`src/hw/rtl/round_robin_task_scheduler_defines.svh`:
```
// Assertion macros for the round-robin task scheduler
`ifndef ROUND_ROBIN_TASK_SCHEDULER_DEFINES_SVH
`define ROUND_ROBIN_TASK_SCHEDULER_DEFINES_SVH

`ifndef ASSERT_OFF
`define RRTS_ASSERT(lbl, clk, rst_n, prop, msg) \
    lbl: assert property (@(posedge clk) disable iff (!rst_n) (prop)) else $error(msg);
`define RRTS_ASSERT_NEXT(lbl, clk, rst_n, ante, cons, msg) \
    lbl: assert property (@(posedge clk) disable iff (!rst_n) (ante) |=> (cons)) \
        else $error(msg);
`else
`define RRTS_ASSERT(lbl, clk, rst_n, prop, msg)
`define RRTS_ASSERT_NEXT(lbl, clk, rst_n, ante, cons, msg)
`endif

`endif

```
`src/hw/rtl/rrts_pkg.sv`:
```
// Shared constants and types for the round-robin task scheduler
`timescale 1ns / 1ps

package rrts_pkg;

    localparam int NUM_TASKS = 8;
    localparam int SLOT_W    = $clog2(NUM_TASKS);
    localparam int DATA_W    = 32;

    localparam logic [SLOT_W-1:0] LAST_SLOT = SLOT_W'(NUM_TASKS - 1);

    localparam logic [1:0] OP_TICK   = 2'd0;
    localparam logic [1:0] OP_DELAY  = 2'd1;
    localparam logic [1:0] OP_SWITCH = 2'd2;
    localparam logic [1:0] OP_INIT   = 2'd3;

    localparam logic [1:0] TS_READY   = 2'd0;
    localparam logic [1:0] TS_RUNNING = 2'd1;
    localparam logic [1:0] TS_BLOCKED = 2'd2;

    typedef struct packed {
        logic              sub;
        logic [DATA_W-1:0] a;
        logic [DATA_W-1:0] b;
    } t_alu_req;

endpackage

```
`src/hw/rtl/rrts_ram.sv`:
```
// Generic single-write, single-read RAM with per-entry valid bits (invalid reads zero)
`timescale 1ns / 1ps

module rrts_ram #(
    parameter int DEPTH = 8,
    parameter int WIDTH = 32
) (
    input  logic                     i_clk,
    input  logic                     i_rst_n,
    input  logic                     i_we,
    input  logic [$clog2(DEPTH)-1:0] i_waddr,
    input  logic [WIDTH-1:0]         i_wdata,
    input  logic                     i_re,
    input  logic [$clog2(DEPTH)-1:0] i_raddr,
    output logic [WIDTH-1:0]         o_rdata
);

    logic [WIDTH-1:0] r_mem [DEPTH];
    logic [DEPTH-1:0] r_vld;
    logic [WIDTH-1:0] r_rdata;

    always_ff @(posedge i_clk) begin
        if (!i_rst_n) begin
            r_vld <= '0;
        end else if (i_we) begin
            r_vld[i_waddr] <= 1'b1;
        end
    end

    always_ff @(posedge i_clk) begin
        if (i_we) begin
            r_mem[i_waddr] <= i_wdata;
        end
    end

    always_ff @(posedge i_clk) begin
        if (i_re) begin
            r_rdata <= r_vld[i_raddr] ? r_mem[i_raddr] : '0;
        end
    end

    assign o_rdata = r_rdata;

endmodule

```
`src/hw/rtl/rrts_alu.sv`:
```
// Shared 32-bit add / compare unit
`timescale 1ns / 1ps

module rrts_alu (
    input  rrts_pkg::t_alu_req            i_req,
    output logic [rrts_pkg::DATA_W-1:0]   o_sum,
    output logic                          o_ge
);

    logic [rrts_pkg::DATA_W:0]   w_full;
    logic [rrts_pkg::DATA_W-1:0] w_b;

    assign w_b    = i_req.sub ? ~i_req.b : i_req.b;
    assign w_full = {1'b0, i_req.a} + {1'b0, w_b} + {{rrts_pkg::DATA_W{1'b0}}, i_req.sub};
    assign o_sum  = w_full[rrts_pkg::DATA_W-1:0];
    // carry out of a - b means no borrow
    assign o_ge   = w_full[rrts_pkg::DATA_W];

endmodule

```
`src/hw/rtl/round_robin_task_scheduler.sv`:
```
// Round-robin task scheduler: slot state, sequencer and result register
// Path from acceptance to result valid: tick S_WAKE, S_WLAST, S_RD, S_OUT; switch
// S_SCAN, S_RD, S_OUT; delay and init S_RD, S_OUT. One item in work at a time; on a
// tick the sequencer walks the slots one per cycle through the shared add/compare unit
// and wake-time RAM. A new item is taken once the last has left S_OUT, even while a
// result waits. Sync active-low reset: slot 0 running, others blocked, counters zero.
`timescale 1ns / 1ps
`include "round_robin_task_scheduler_defines.svh"

module round_robin_task_scheduler (
    input  logic        i_clk,
    input  logic        i_rst_n,
    input  logic        i_in_valid,
    output logic        o_in_ready,
    input  logic [1:0]  i_op,
    input  logic [31:0] i_delay_amount,
    input  logic [31:0] i_stack_pointer,
    input  logic [2:0]  i_task_slot,
    output logic        o_out_valid,
    input  logic        i_out_ready,
    output logic [2:0]  o_running_task,
    output logic [31:0] o_resume_pointer,
    output logic        o_switch_request
);

    localparam int SW = rrts_pkg::SLOT_W;
    localparam int NT = rrts_pkg::NUM_TASKS;

    localparam logic [2:0] S_IDLE  = 3'd0;
    localparam logic [2:0] S_WAKE  = 3'd1;
    localparam logic [2:0] S_WLAST = 3'd2;
    localparam logic [2:0] S_SCAN  = 3'd3;
    localparam logic [2:0] S_RD    = 3'd4;
    localparam logic [2:0] S_OUT   = 3'd5;

    logic [2:0]                  r_state, n_state;
    logic [31:0]                 r_tick, n_tick;
    logic [SW-1:0]               r_cur, n_cur;
    logic [SW-1:0]               r_idx, n_idx;
    logic [SW-1:0]               r_cnt, n_cnt;
    logic [SW-1:0]               r_chk, n_chk;
    logic                        r_chk_v, n_chk_v;
    logic                        r_req, n_req;
    logic [1:0]                  r_ts [NT];
    logic [1:0]                  n_ts [NT];
    logic                        r_out_valid;
    logic [2:0]                  r_out_task;
    logic [31:0]                 r_out_ptr;
    logic                        r_out_req;

    logic                        w_in_acc;
    logic                        w_load;
    logic                        w_hit;
    logic                        w_slot_ok;
    logic [SW-1:0]               w_slot;
    logic [NT-1:0]               w_ready;
    logic [NT-1:0]               w_running;
    rrts_pkg::t_alu_req          w_alu_req;
    logic [31:0]                 w_alu_sum;
    logic                        w_alu_ge;
    logic                        w_wake_we;
    logic [31:0]                 w_wake_rdata;
    logic                        w_sp_we;
    logic [SW-1:0]               w_sp_waddr;
    logic [31:0]                 w_sp_rdata;

    assign o_in_ready = (r_state == S_IDLE);
    assign w_in_acc   = i_in_valid && o_in_ready;
    assign w_slot     = SW'(i_task_slot);
    assign w_slot_ok  = 32'(i_task_slot) < 32'(NT);
    assign w_load     = (r_state == S_OUT) && (!r_out_valid || i_out_ready);

    always_comb begin
        for (int i = 0; i < NT; i++) begin
            w_ready[i]   = (r_ts[i] == rrts_pkg::TS_READY);
            w_running[i] = (r_ts[i] == rrts_pkg::TS_RUNNING);
        end
    end

    assign w_hit = (r_idx != '0) && w_ready[r_idx];

    always_comb begin
        w_alu_req.sub = 1'b1;
        w_alu_req.a   = r_tick;
        w_alu_req.b   = w_wake_rdata;
        if (r_state == S_IDLE) begin
            w_alu_req.sub = 1'b0;
            w_alu_req.b   = (i_op == rrts_pkg::OP_TICK) ? 32'd1 : i_delay_amount;
        end
    end

    rrts_alu u_alu (
        .i_req (w_alu_req),
        .o_sum (w_alu_sum),
        .o_ge  (w_alu_ge)
    );

    assign w_wake_we = w_in_acc && (i_op == rrts_pkg::OP_DELAY) && (r_cur != '0);

    rrts_ram #(
        .DEPTH (NT),
        .WIDTH (32)
    ) u_wake_ram (
        .i_clk   (i_clk),
        .i_rst_n (i_rst_n),
        .i_we    (w_wake_we),
        .i_waddr (r_cur),
        .i_wdata (w_alu_sum),
        .i_re    (r_state == S_WAKE),
        .i_raddr (r_idx),
        .o_rdata (w_wake_rdata)
    );

    always_comb begin
        w_sp_we    = 1'b0;
        w_sp_waddr = r_cur;
        if (w_in_acc) begin
            case (i_op)
                rrts_pkg::OP_SWITCH: begin
                    w_sp_we = 1'b1;
                end
                rrts_pkg::OP_INIT: begin
                    w_sp_we    = w_slot_ok;
                    w_sp_waddr = w_slot;
                end
                default: begin
                    w_sp_we = 1'b0;
                end
            endcase
        end
    end

    rrts_ram #(
        .DEPTH (NT),
        .WIDTH (32)
    ) u_sp_ram (
        .i_clk   (i_clk),
        .i_rst_n (i_rst_n),
        .i_we    (w_sp_we),
        .i_waddr (w_sp_waddr),
        .i_wdata (i_stack_pointer),
        .i_re    (r_state == S_RD),
        .i_raddr (r_cur),
        .o_rdata (w_sp_rdata)
    );

    always_comb begin
        n_state = r_state;
        n_tick  = r_tick;
        n_cur   = r_cur;
        n_idx   = r_idx;
        n_cnt   = r_cnt;
        n_chk   = r_chk;
        n_chk_v = r_chk_v;
        n_req   = r_req;
        case (r_state)
            S_IDLE: begin
                if (w_in_acc) begin
                    n_req   = 1'b0;
                    n_chk_v = 1'b0;
                    n_state = S_RD;
                    case (i_op)
                        rrts_pkg::OP_TICK: begin
                            n_tick  = w_alu_sum;
                            n_req   = 1'b1;
                            n_idx   = SW'(1);
                            n_state = S_WAKE;
                        end
                        rrts_pkg::OP_DELAY: begin
                            n_req = (r_cur != '0);
                        end
                        rrts_pkg::OP_SWITCH: begin
                            n_idx   = (r_cur == rrts_pkg::LAST_SLOT) ? '0 : r_cur + 1'b1;
                            n_cnt   = '0;
                            n_state = S_SCAN;
                        end
                        default: begin
                            n_state = S_RD;
                        end
                    endcase
                end
            end
            S_WAKE: begin
                n_chk   = r_idx;
                n_chk_v = 1'b1;
                if (r_idx == rrts_pkg::LAST_SLOT) begin
                    n_state = S_WLAST;
                end else begin
                    n_idx = r_idx + 1'b1;
                end
            end
            S_WLAST: begin
                n_chk_v = 1'b0;
                n_state = S_RD;
            end
            S_SCAN: begin
                if (w_hit) begin
                    n_cur   = r_idx;
                    n_state = S_RD;
                end else if (r_cnt == rrts_pkg::LAST_SLOT) begin
                    n_cur   = '0;
                    n_state = S_RD;
                end else begin
                    n_idx = (r_idx == rrts_pkg::LAST_SLOT) ? '0 : r_idx + 1'b1;
                    n_cnt = r_cnt + 1'b1;
                end
            end
            S_RD: begin
                n_state = S_OUT;
            end
            S_OUT: begin
                if (w_load) begin
                    n_state = S_IDLE;
                end
            end
            default: begin
                n_state = S_IDLE;
            end
        endcase
    end

    always_comb begin
        for (int i = 0; i < NT; i++) begin
            n_ts[i] = r_ts[i];
            if (w_in_acc) begin
                case (i_op)
                    rrts_pkg::OP_DELAY: begin
                        if (r_cur != '0 && r_cur == SW'(i)) begin
                            n_ts[i] = rrts_pkg::TS_BLOCKED;
                        end
                    end
                    rrts_pkg::OP_SWITCH: begin
                        if (r_cur == SW'(i) && r_ts[i] == rrts_pkg::TS_RUNNING) begin
                            n_ts[i] = rrts_pkg::TS_READY;
                        end
                    end
                    rrts_pkg::OP_INIT: begin
                        if (w_slot_ok && w_slot == SW'(i)) begin
                            n_ts[i] = rrts_pkg::TS_READY;
                        end
                    end
                    default: begin
                        n_ts[i] = r_ts[i];
                    end
                endcase
            end
            if ((r_state == S_WAKE || r_state == S_WLAST) && r_chk_v && r_chk == SW'(i)
                && r_ts[i] == rrts_pkg::TS_BLOCKED && w_alu_ge) begin
                n_ts[i] = rrts_pkg::TS_READY;
            end
            if (r_state == S_SCAN) begin
                if (w_hit && r_idx == SW'(i)) begin
                    n_ts[i] = rrts_pkg::TS_RUNNING;
                end else if (!w_hit && r_cnt == rrts_pkg::LAST_SLOT && i == 0) begin
                    n_ts[i] = rrts_pkg::TS_RUNNING;
                end
            end
        end
    end

    always_ff @(posedge i_clk) begin
        if (!i_rst_n) begin
            r_state     <= S_IDLE;
            r_tick      <= '0;
            r_cur       <= '0;
            r_idx       <= '0;
            r_cnt       <= '0;
            r_chk       <= '0;
            r_chk_v     <= 1'b0;
            r_req       <= 1'b0;
            r_out_valid <= 1'b0;
            for (int i = 0; i < NT; i++) begin
                r_ts[i] <= (i == 0) ? rrts_pkg::TS_RUNNING : rrts_pkg::TS_BLOCKED;
            end
        end else begin
            r_state <= n_state;
            r_tick  <= n_tick;
            r_cur   <= n_cur;
            r_idx   <= n_idx;
            r_cnt   <= n_cnt;
            r_chk   <= n_chk;
            r_chk_v <= n_chk_v;
            r_req   <= n_req;
            for (int i = 0; i < NT; i++) begin
                r_ts[i] <= n_ts[i];
            end
            if (w_load) begin
                r_out_valid <= 1'b1;
            end else if (i_out_ready) begin
                r_out_valid <= 1'b0;
            end
        end
    end

    always_ff @(posedge i_clk) begin
        if (w_load) begin
            r_out_task <= 3'(r_cur);
            r_out_ptr  <= w_sp_rdata;
            r_out_req  <= r_req;
        end
    end

    assign o_out_valid      = r_out_valid;
    assign o_running_task   = r_out_task;
    assign o_resume_pointer = r_out_ptr;
    assign o_switch_request = r_out_req;

    `RRTS_ASSERT_NEXT(a_busy_after_accept, i_clk, i_rst_n, w_in_acc, !o_in_ready, "ready early")
    `RRTS_ASSERT(a_one_running, i_clk, i_rst_n, $countones(w_running) <= 1, "two running")
    `RRTS_ASSERT(a_load_from_out, i_clk, i_rst_n, $rose(o_out_valid) |-> ($past(r_state) == S_OUT), "bad load")
    `RRTS_ASSERT(a_cur_in_range, i_clk, i_rst_n, 32'(r_cur) < 32'(NT), "slot out of range")

endmodule
```
`config.mk`:
```
export PLATFORM = sky130hd
export DESIGN_NAME = round_robin_task_scheduler
export DESIGN_NICKNAME = d
export VERILOG_FILES = /design/src/hw/rtl/rrts_pkg.sv /design/src/hw/rtl/rrts_ram.sv /design/src/hw/rtl/rrts_alu.sv /design/src/hw/rtl/round_robin_task_scheduler.sv
export VERILOG_INCLUDE_DIRS = /design/src /design/src/hw/rtl
export SDC_FILE = /design/constraint.sdc
export NUM_CORES = 1
export LEC_CHECK = 0
export BUFFER_PORTS_ARGS = -buffer_cell sky130_fd_sc_hd__clkbuf_2
export CORE_MARGIN = 3
export CORE_UTILIZATION = 25
export CTS_BUF_LIST = sky130_fd_sc_hd__clkbuf_4 sky130_fd_sc_hd__clkbuf_8 sky130_fd_sc_hd__clkbuf_16
export DETAILED_ROUTE_END_ITERATION = 10
export RECOVER_POWER = 25
export SETUP_SLACK_MARGIN = 0.1
export SLEW_MARGIN = 0
export SYNTH_ARGS = -nofsm -noshare
export SYNTH_HDL_FRONTEND = slang
export SYNTH_SLANG_ARGS = --single-unit
```
`constraint.sdc`:
```
create_clock -name i_clk -period 8.8 [get_ports i_clk]
set_input_delay 1.32 -clock i_clk [delete_from_list [all_inputs] [get_ports i_clk]]
set_output_delay 1.32 -clock i_clk [all_outputs]
set_load 0.01 [all_outputs]
```
==> results.yml, run 1 <==
status:
  status: "finished with violations"
  violations: "capacitance limit, slew limit"
clocking:
  cts-resized-gates: 0
  cts.sinks: 694
  cts_max_level: 3
  cts_buffers: 73
  cts_setup_buffers: 0
  clk_pin_slew_worst_paths_ps: 60
  cts_tree: "yes"
  clock_path_buffers: 3
  insertion_delay_ps: 630
  root_buffer: "clkbuf_16"
  hold_buffers: 0
worst_setup_path:
  cp_max_fo: 33
  r2r_cells: 13
  r2r_slack_ps: 3990
  end_kind: "flop"
  cp-start-kind: "input pin"
  cp.arrival_ps: 5280
  r2r-end: "u_wake_ram.r_mem[7][31]$_DFFE_PP_"
  cp_data_required_time_ps: 9130
  r2r-start: "r_state[1]$_SDFFE_PN0P_"
  critPathKind: "in2reg"
global_route:
  overflow: 0
  grt_pass1_vias: 16620
  antenna_found_initial: 9
  grt_pass1_wl_mm: 105.5
  grt_max_degree: 45
  track_usage: 0.1193
die:
  fp.dieArea_um2: 115600
  io_pins: 111
  die_y_um: 340.0
  start_util: 0.2542
  die_w_um: 340.0
  core_um2: 109800
  rows: 121
power_and_ir_drop:
  power_density_nw_per_um2: 292.7
  p_leak_nw: 10.56
  peakVddDrop_uv: 184.5
route:
  via_per_inst: 4.683
  ant_nets: 0
  first_pass_iters: 5
  drt-initial-drc-count: 1256
  wl_per_cell_um: 20.11
  vias: 16370
  drt-total-wl_mm: 70.30
  drc: 0
synth:
  syn_inst: 1832
  syn_area_per_cell_um2: 15.23
  synth_commonest_cells: "612 x edfxtp_1, 185 x nand2_1, 114 x a21oi_1, 89 x nor2_1, 82 x dfxtp_1"
  synth.most_common_cell: "edfxtp_1"
  synthFlopType: "edfxtp_1"
  yosys.area.top_type: "edfxtp_1"
  synth_fp_nets: 1951
  ys_ff_latch: 694
  synth.distinct_cells: 80
  synth_edf_count: 612
  yosysWarnings: 0
  synth_top_area_frac: 0.6588
  synthArstFlopShare: 0
  synthTopCellsByArea: "edfxtp_1 66%, dfxtp_1 5.9%, mux4_2 5.5%"
  ys_seq_area_frac: 0.7176
  syn_area_um2: 27900
timing:
  fin_crit_sh: 0.5631
  fin_crit_ps: 4955
  final.setup_skew_ps: 36.78
  setup_violations: 0
  maxSlewHeadroom: -0.8183
  drv_slew: 70
  fmax_mhz: 201.8
  tightest_slew_ps: 2727
  hold_ws_ps: 417.5
  fin_setup_tns_ps: 0
  rsz0062_at_grt: "no"
  hold_viol: 0
cells_and_area:
  drive_gt1_frac: 0.1836
  finalNonFillerCells: 3496
  final_core_util: 0.2983
  fill_cells: 10890
  finalNetCount: 2073
  syn2layout_area_growth_pct: 17.38
placed_design:
  dp.cells: 3355
  dp_hpwl_mm: 38.31
  portBuffers: 110
  place.gp.congestion: 0.7952
hold_path:
  hold_depth: 0
  hold_start: "u_sp_ram.o_rdata[26]$_SDFFCE_PN0N_"
  min_to: "o_resume_pointer[26]$_DFFE_PP_"
  hold_class: "reg2reg"
job:
  maxCapViolCount: 2
-- cells by family (layout without fill, tap and decap cells) --
group / count (synthesis) / in the layout / share of synthesized area
xor+xnor: 29 / 29 / 0.009105
mux: 74 / 74 / 0.05705
buf+inv: 121 / 304 / 0.01709
fa+ha+maj: 46 / 46 / 0.02090
simple gates: 406 / 406 / 0.06647
other cells: 0 / 5 / 0
compound gates: 462 / 462 / 0.1118
flops: 694 / 694 / 0.7176
-- registers in the layout, summed over array words and instances (netlist names), 8 cells and up --
name and count:
u_wake_ram.r_mem 256, u_wake_ram.o_rdata 32, u_sp_ram.r_mem 256, r_ts 16, u_sp_ram.r_vld 8, u_sp_ram.o_rdata 32, o_resume_pointer 32, u_wake_ram.r_vld 8
r_tick 32
-- area by class of cell --
cell class	instances	area, µm²	share of cell area
Sequential cell	694	20030	0.6117
Multi-Input combinational cell	1017	7565	0.2310
Clock buffer	97	2031	0.06202
Tap cell	1476	1847	0.05640
Timing Repair Buffer	150	803.3	0.02453
Clock inverter	39	390.4	0.01192
Inverter	18	67.56	0.002063
Antenna cell	5	12.51	0.0003821
-- placed cells by master, fill, tap and decap left out, types with 38 or more instances in the layout --
cell       netlist  final
buf_4            1     38
clkbuf_16        0     74
a22oi_1         69     69
nor2_1          89     77
a31oi_1         58     58
o21ai_0         71     71
clkbuf_2         2     78
edfxtp_1       612    612
nand2_1        185    185
a21oi_1        114    114
ha_1            45     45
dfxtp_1         82     79
mux4_2          68     68
-- worst max-delay path: stages --
cell and delay, ps:
clkbuf_2 460, nor2_1 220, nor2_4 120, buf_4 400
nand2_1 90, o21ai_0 130, inv_1 100, fa_1 410
nand2b_1 180, a21o_1 200, a211oi_2 250, o31a_1 290
a21boi_2 120, o31ai_4 410, xor2_1 540
-- report_power, final --
group,switching [mW],internal [mW]
combinational,1.43,0.707
sequential,0.169,4.23
clock,1.28,1.77
total,2.88,6.71
-- routing by layer --
metal	up-vias	global-route usage	wire length, µm
met3	107	0.02194	3654
met2	409	0.1994	33850
met4	6	0.03834	1716
li1	7484	-	-
met5	-	0	41
met1	8366	0.1566	31040
-- how the worst max path moves through the flow --
stage	from	endpoint	slack, ps	cells past startpoint
after CTS	i_op[0]	r_tick[28]$_SDFFE_PN0P_	3940	16
after detailed placement	i_op[0]	r_tick[28]$_SDFFE_PN0P_	3280	16
after global placement	i_op[0]	u_wake_ram.r_mem[4][28]$_DFFE_PP_	3380	15
after global routing	i_op[0]	u_wake_ram.r_mem[7][31]$_DFFE_PP_	3510	15
after floorplan	i_in_valid	u_wake_ram.r_mem[6][0]$_DFFE_PP_	3800	8
final	i_op[0]	u_wake_ram.r_mem[3][28]$_DFFE_PP_	3850	15
-- through the flow --
stage | total power, mW | cell area [µm²] | worst slack, ps
2_1_floorplan | 5.919 | 27900 | 3797
3_3_place_gp | 6.571 | 30360 | 3379
3_5_place_dp | 6.613 | 30360 | 3279
4_1_cts | 9.675 | 32780 | 3939
5_1_grt | 10.06 | 32730 | 3507
6_report | 9.584 | 32740 | 3845
No activity file was read; power rests on OpenSTA's default activity.
==> run 2, diff against run 1 <==
--- a/config.mk
+++ b/config.mk
@@ -6,6 +6,7 @@
 export SDC_FILE = /design/constraint.sdc
 export NUM_CORES = 1
 export LEC_CHECK = 0
+export ABC_AREA = 1
 export BUFFER_PORTS_ARGS = -buffer_cell sky130_fd_sc_hd__clkbuf_2
 export CORE_MARGIN = 3
 export CORE_UTILIZATION = 25
==> constraint.sdc (replaced) <==
create_clock -name i_clk -period 4.95 [get_ports i_clk]
set_input_delay 0.7425 -clock i_clk [delete_from_list [all_inputs] [get_ports i_clk]]
set_output_delay 0.7425 -clock i_clk [all_outputs]
set_load 0.01 [all_outputs]
==> run 2 against run 1 <==
The run still ends with capacitance limit, slew limit left. Total power is 86% higher. Sequential power is 74% higher. Worst setup slack worse by 2900 ps. Die area is 4.0% higher. Largest cell class unchanged. Critical path type is now reg2reg. Non-clock buffer count is 4 higher.
==> results.yml, run 2 <==
status:
  status: "finished with violations"
  violations: "capacitance limit, slew limit"
synth:
  synthTopCellsByArea: "edfxtp_1 63%, nand2_1 6.5%, dfxtp_1 5.7%"
  synth_fp_nets: 2716
  synth.distinct_cells: 46
  synthSimpleGateAreaFrac: 0.1366
  ys_seq_area_frac: 0.6894
  yosys.area.top_type: "edfxtp_1"
  syn_area_um2: 29040
  synth_top_family_by_area: "simple AND/OR/NAND/NOR gates"
  synthArstFlopShare: 0
  synth.most_common_cell: "edfxtp_1"
  synth_edf_count: 612
  yosysWarnings: 0
  synthAdderAreaFrac: 0.02008
  syn_area_per_cell_um2: 11.18
  syn_inst: 2597
  synth_commonest_cells: "612 x edfxtp_1, 506 x nand2_1, 301 x nor2_1, 249 x o21ai_0, 227 x inv_1"
  synth_top_area_frac: 0.6328
  synthFlopType: "edfxtp_1"
  synth_xor_area_frac: 0.006333
  muxShareOfSynthArea: 0
  synth-compound-area-share: 0.1014
  ys_ff_latch: 694
placed_design:
  place.gp.congestion: 0.9435
  portBuffers: 110
  dp.cells: 4157
  dp_hpwl_mm: 46.60
power_and_ir_drop:
  peakVddDrop_uv: 309.6
  finalPower_mw: 17.84
  pwr-share-comb: 0.273
  power.internal_mw: 11.73
  power.switching_mw: 6.109
  seqPwrFrac: 0.430
  swShare: 0.3425
  clkPwrFrac: 0.297
  p_leak_nw: 12.58
  power_density_nw_per_um2: 526.7
job:
  maxCapViolCount: 2
route:
  via_per_inst: 4.603
  wl_per_cell_um: 18.18
  drc: 0
  drt-total-wl_mm: 78.02
  first_pass_iters: 5
  drt-initial-drc-count: 1708
  vias: 19750
  ant_nets: 0
global_route:
  grt_max_degree: 80
  grt_pass1_wl_mm: 117.5
  overflow: 0
  grt_pass1_vias: 18990
  track_usage: 0.1262
  grtUsageMet1: 0.1770
  grt.busiest_layer: "met2"
  grtUsageMet2: 0.1994
  antenna_found_initial: 13
  grt_util_met3: 0.02950
timing:
  hold_viol: 0
  fin_crit_sh: 0.8096
  rsz0062_at_grt: "no"
  final.setup_skew_ps: 21.85
  fmax_mhz: 249.5
  setup_violations: 0
  drv_slew: 74
  maxSlewHeadroom: -0.7168
  fin_setup_tns_ps: 0
  hold_ws_ps: 419.0
  tightest_slew_ps: 2575
  fin_crit_ps: 4008
worst_setup_path:
  max_stage_delay_ps: 1820
  slowest_stage: "clkbuf_1"
  critical_path.most_common_cell: "nand2_1"
  crit_chain: "inv_1, nor2_1, inv_2, nor2_4, clkbuf_1, inv_2, o21ai_1, nand2_1, inv_1, nand3_1, nor4b_1, nand2_1, nand3_1, nand2_1"
  cp-start-kind: "flop"
  path_delay_family: "buffers and inverters"
  cp_data_required_time_ps: 5460
  cp.arrival_ps: 4510
  critPathKind: "reg2reg"
  crit_buf_inv: 5
  r2r_slack_ps: 940
  end_kind: "flop"
  cp_max_fo: 40
clocking:
  cts_max_level: 3
  cts-resized-gates: 0
  clk_pin_slew_worst_paths_ps: 60
  hold_buffers: 0
  clock_path_buffers: 3
  cts_buffers: 70
  root_buffer: "clkbuf_16"
  insertion_delay_ps: 630
  cts_tree: "yes"
  cts.sinks: 694
  cts_setup_buffers: 0
die:
  io_pins: 111
  core_um2: 114800
  start_util: 0.2529
  die_y_um: 346.8
  rows: 124
  die_w_um: 346.8
  fp.dieArea_um2: 120300
cells_and_area:
  finalNetCount: 2836
  syn2layout_area_growth_pct: 16.64
  finalNonFillerCells: 4291
  reg_top3: "u_sp_ram.r_mem: 256 flops, u_wake_ram.r_mem: 256 flops"
  layout_commonest_cell: "edfxtp_1"
  drive_gt1_frac: 0.1064
  mostFrequentLayoutCells: "612 x edfxtp_1, 506 x nand2_1, 288 x nor2_1"
hold_path:
  hold_class: "reg2reg"
[run 2: cell count changes after synthesis, sizes merged, moves of 44 or more]
cell / before / now
a22oi: 70 / 26
inv: 16 / 241
nand3: 20 / 79
mux4: 68 / 0
a31oi: 58 / 11
o22ai: 3 / 67
o21ai: 72 / 265
nor2: 89 / 308
nand2: 185 / 517
[run 2: cells by family after synthesis]
group | after synthesis
xor+xnor | 21
buf+inv | 349
simple gates | 969
flops | 694
compound gates | 518
fa+ha+maj | 46
[run 2: path summary, 6_finish.rpt]
kind | from | to | cells past startpoint
worst max-delay path | r_state[0]$_SDFFE_PN0P_ | r_ts[1][7]$_SDFF_PN1_ | 14
worst min register to register | u_sp_ram.o_rdata[12]$_SDFFCE_PN0N_ | o_resume_pointer[12]$_DFFE_PP_ | 0
worst max register to register | r_state[0]$_SDFFE_PN0P_ | r_ts[1][7]$_SDFF_PN1_ | 14
worst min-delay path | u_sp_ram.o_rdata[12]$_SDFFCE_PN0N_ | o_resume_pointer[12]$_DFFE_PP_ | 0
[run 2: metrics by stage]
stage / utilization / cell area, µm² / setup slack (ps)
3_5_place_dp: 0.2750 / 31570 / 503.6
3_3_place_gp: 0.2750 / 31570 / 592.2
5_1_grt: 0.2949 / 33860 / 418.5
6_report: 0.2950 / 33870 / 942.5
2_1_floorplan: - / 29040 / 1276
4_1_cts: 0.2953 / 33910 / 1117
[run 2: area by class of cell]
class	instances	area, µm²
Clock inverter	39	401.6
Antenna cell	6	15.01
Tap cell	1512	1892
Sequential cell	694	20030
Inverter	243	914.6
Timing Repair Buffer	154	858.3
Multi-Input combinational cell	1554	7834
Clock buffer	89	1932
Fill cell	11790	80940
[run 2: power by group through the flow]
stage          clock network [mW]  logic, mW  registers, mW
2_1_floorplan                   0       3.26           7.72
3_3_place_gp                    0       4.77           7.78
3_5_place_dp                    0       4.84           7.78
4_1_cts                      5.43       4.87           7.66
5_1_grt                      5.65       5.45           7.70
6_report                     5.31       4.87           7.67
[run 2: per-layer routing]
| layer | wire, µm | part of all wire |
|---|---|---|
| met1 | 35790 | 0.46 |
| met2 | 35010 | 0.45 |
| met3 | 5900 | 0.076 |
| met4 | 1238 | 0.016 |
| met5 | 82 | 0.0011 |
[run 2: worst register-to-register path, cell delays in order (launching register included)]
cell and delay, ps:
dfxtp_1 370, inv_1 80, nor2_1 290, inv_2 140, nor2_4 90, clkbuf_1 1820, inv_2 80, o21ai_1 160
nand2_1 130, inv_1 90, nand3_1 100, nor4b_1 320, nand2_1 90, nand3_1 90, nand2_1 50
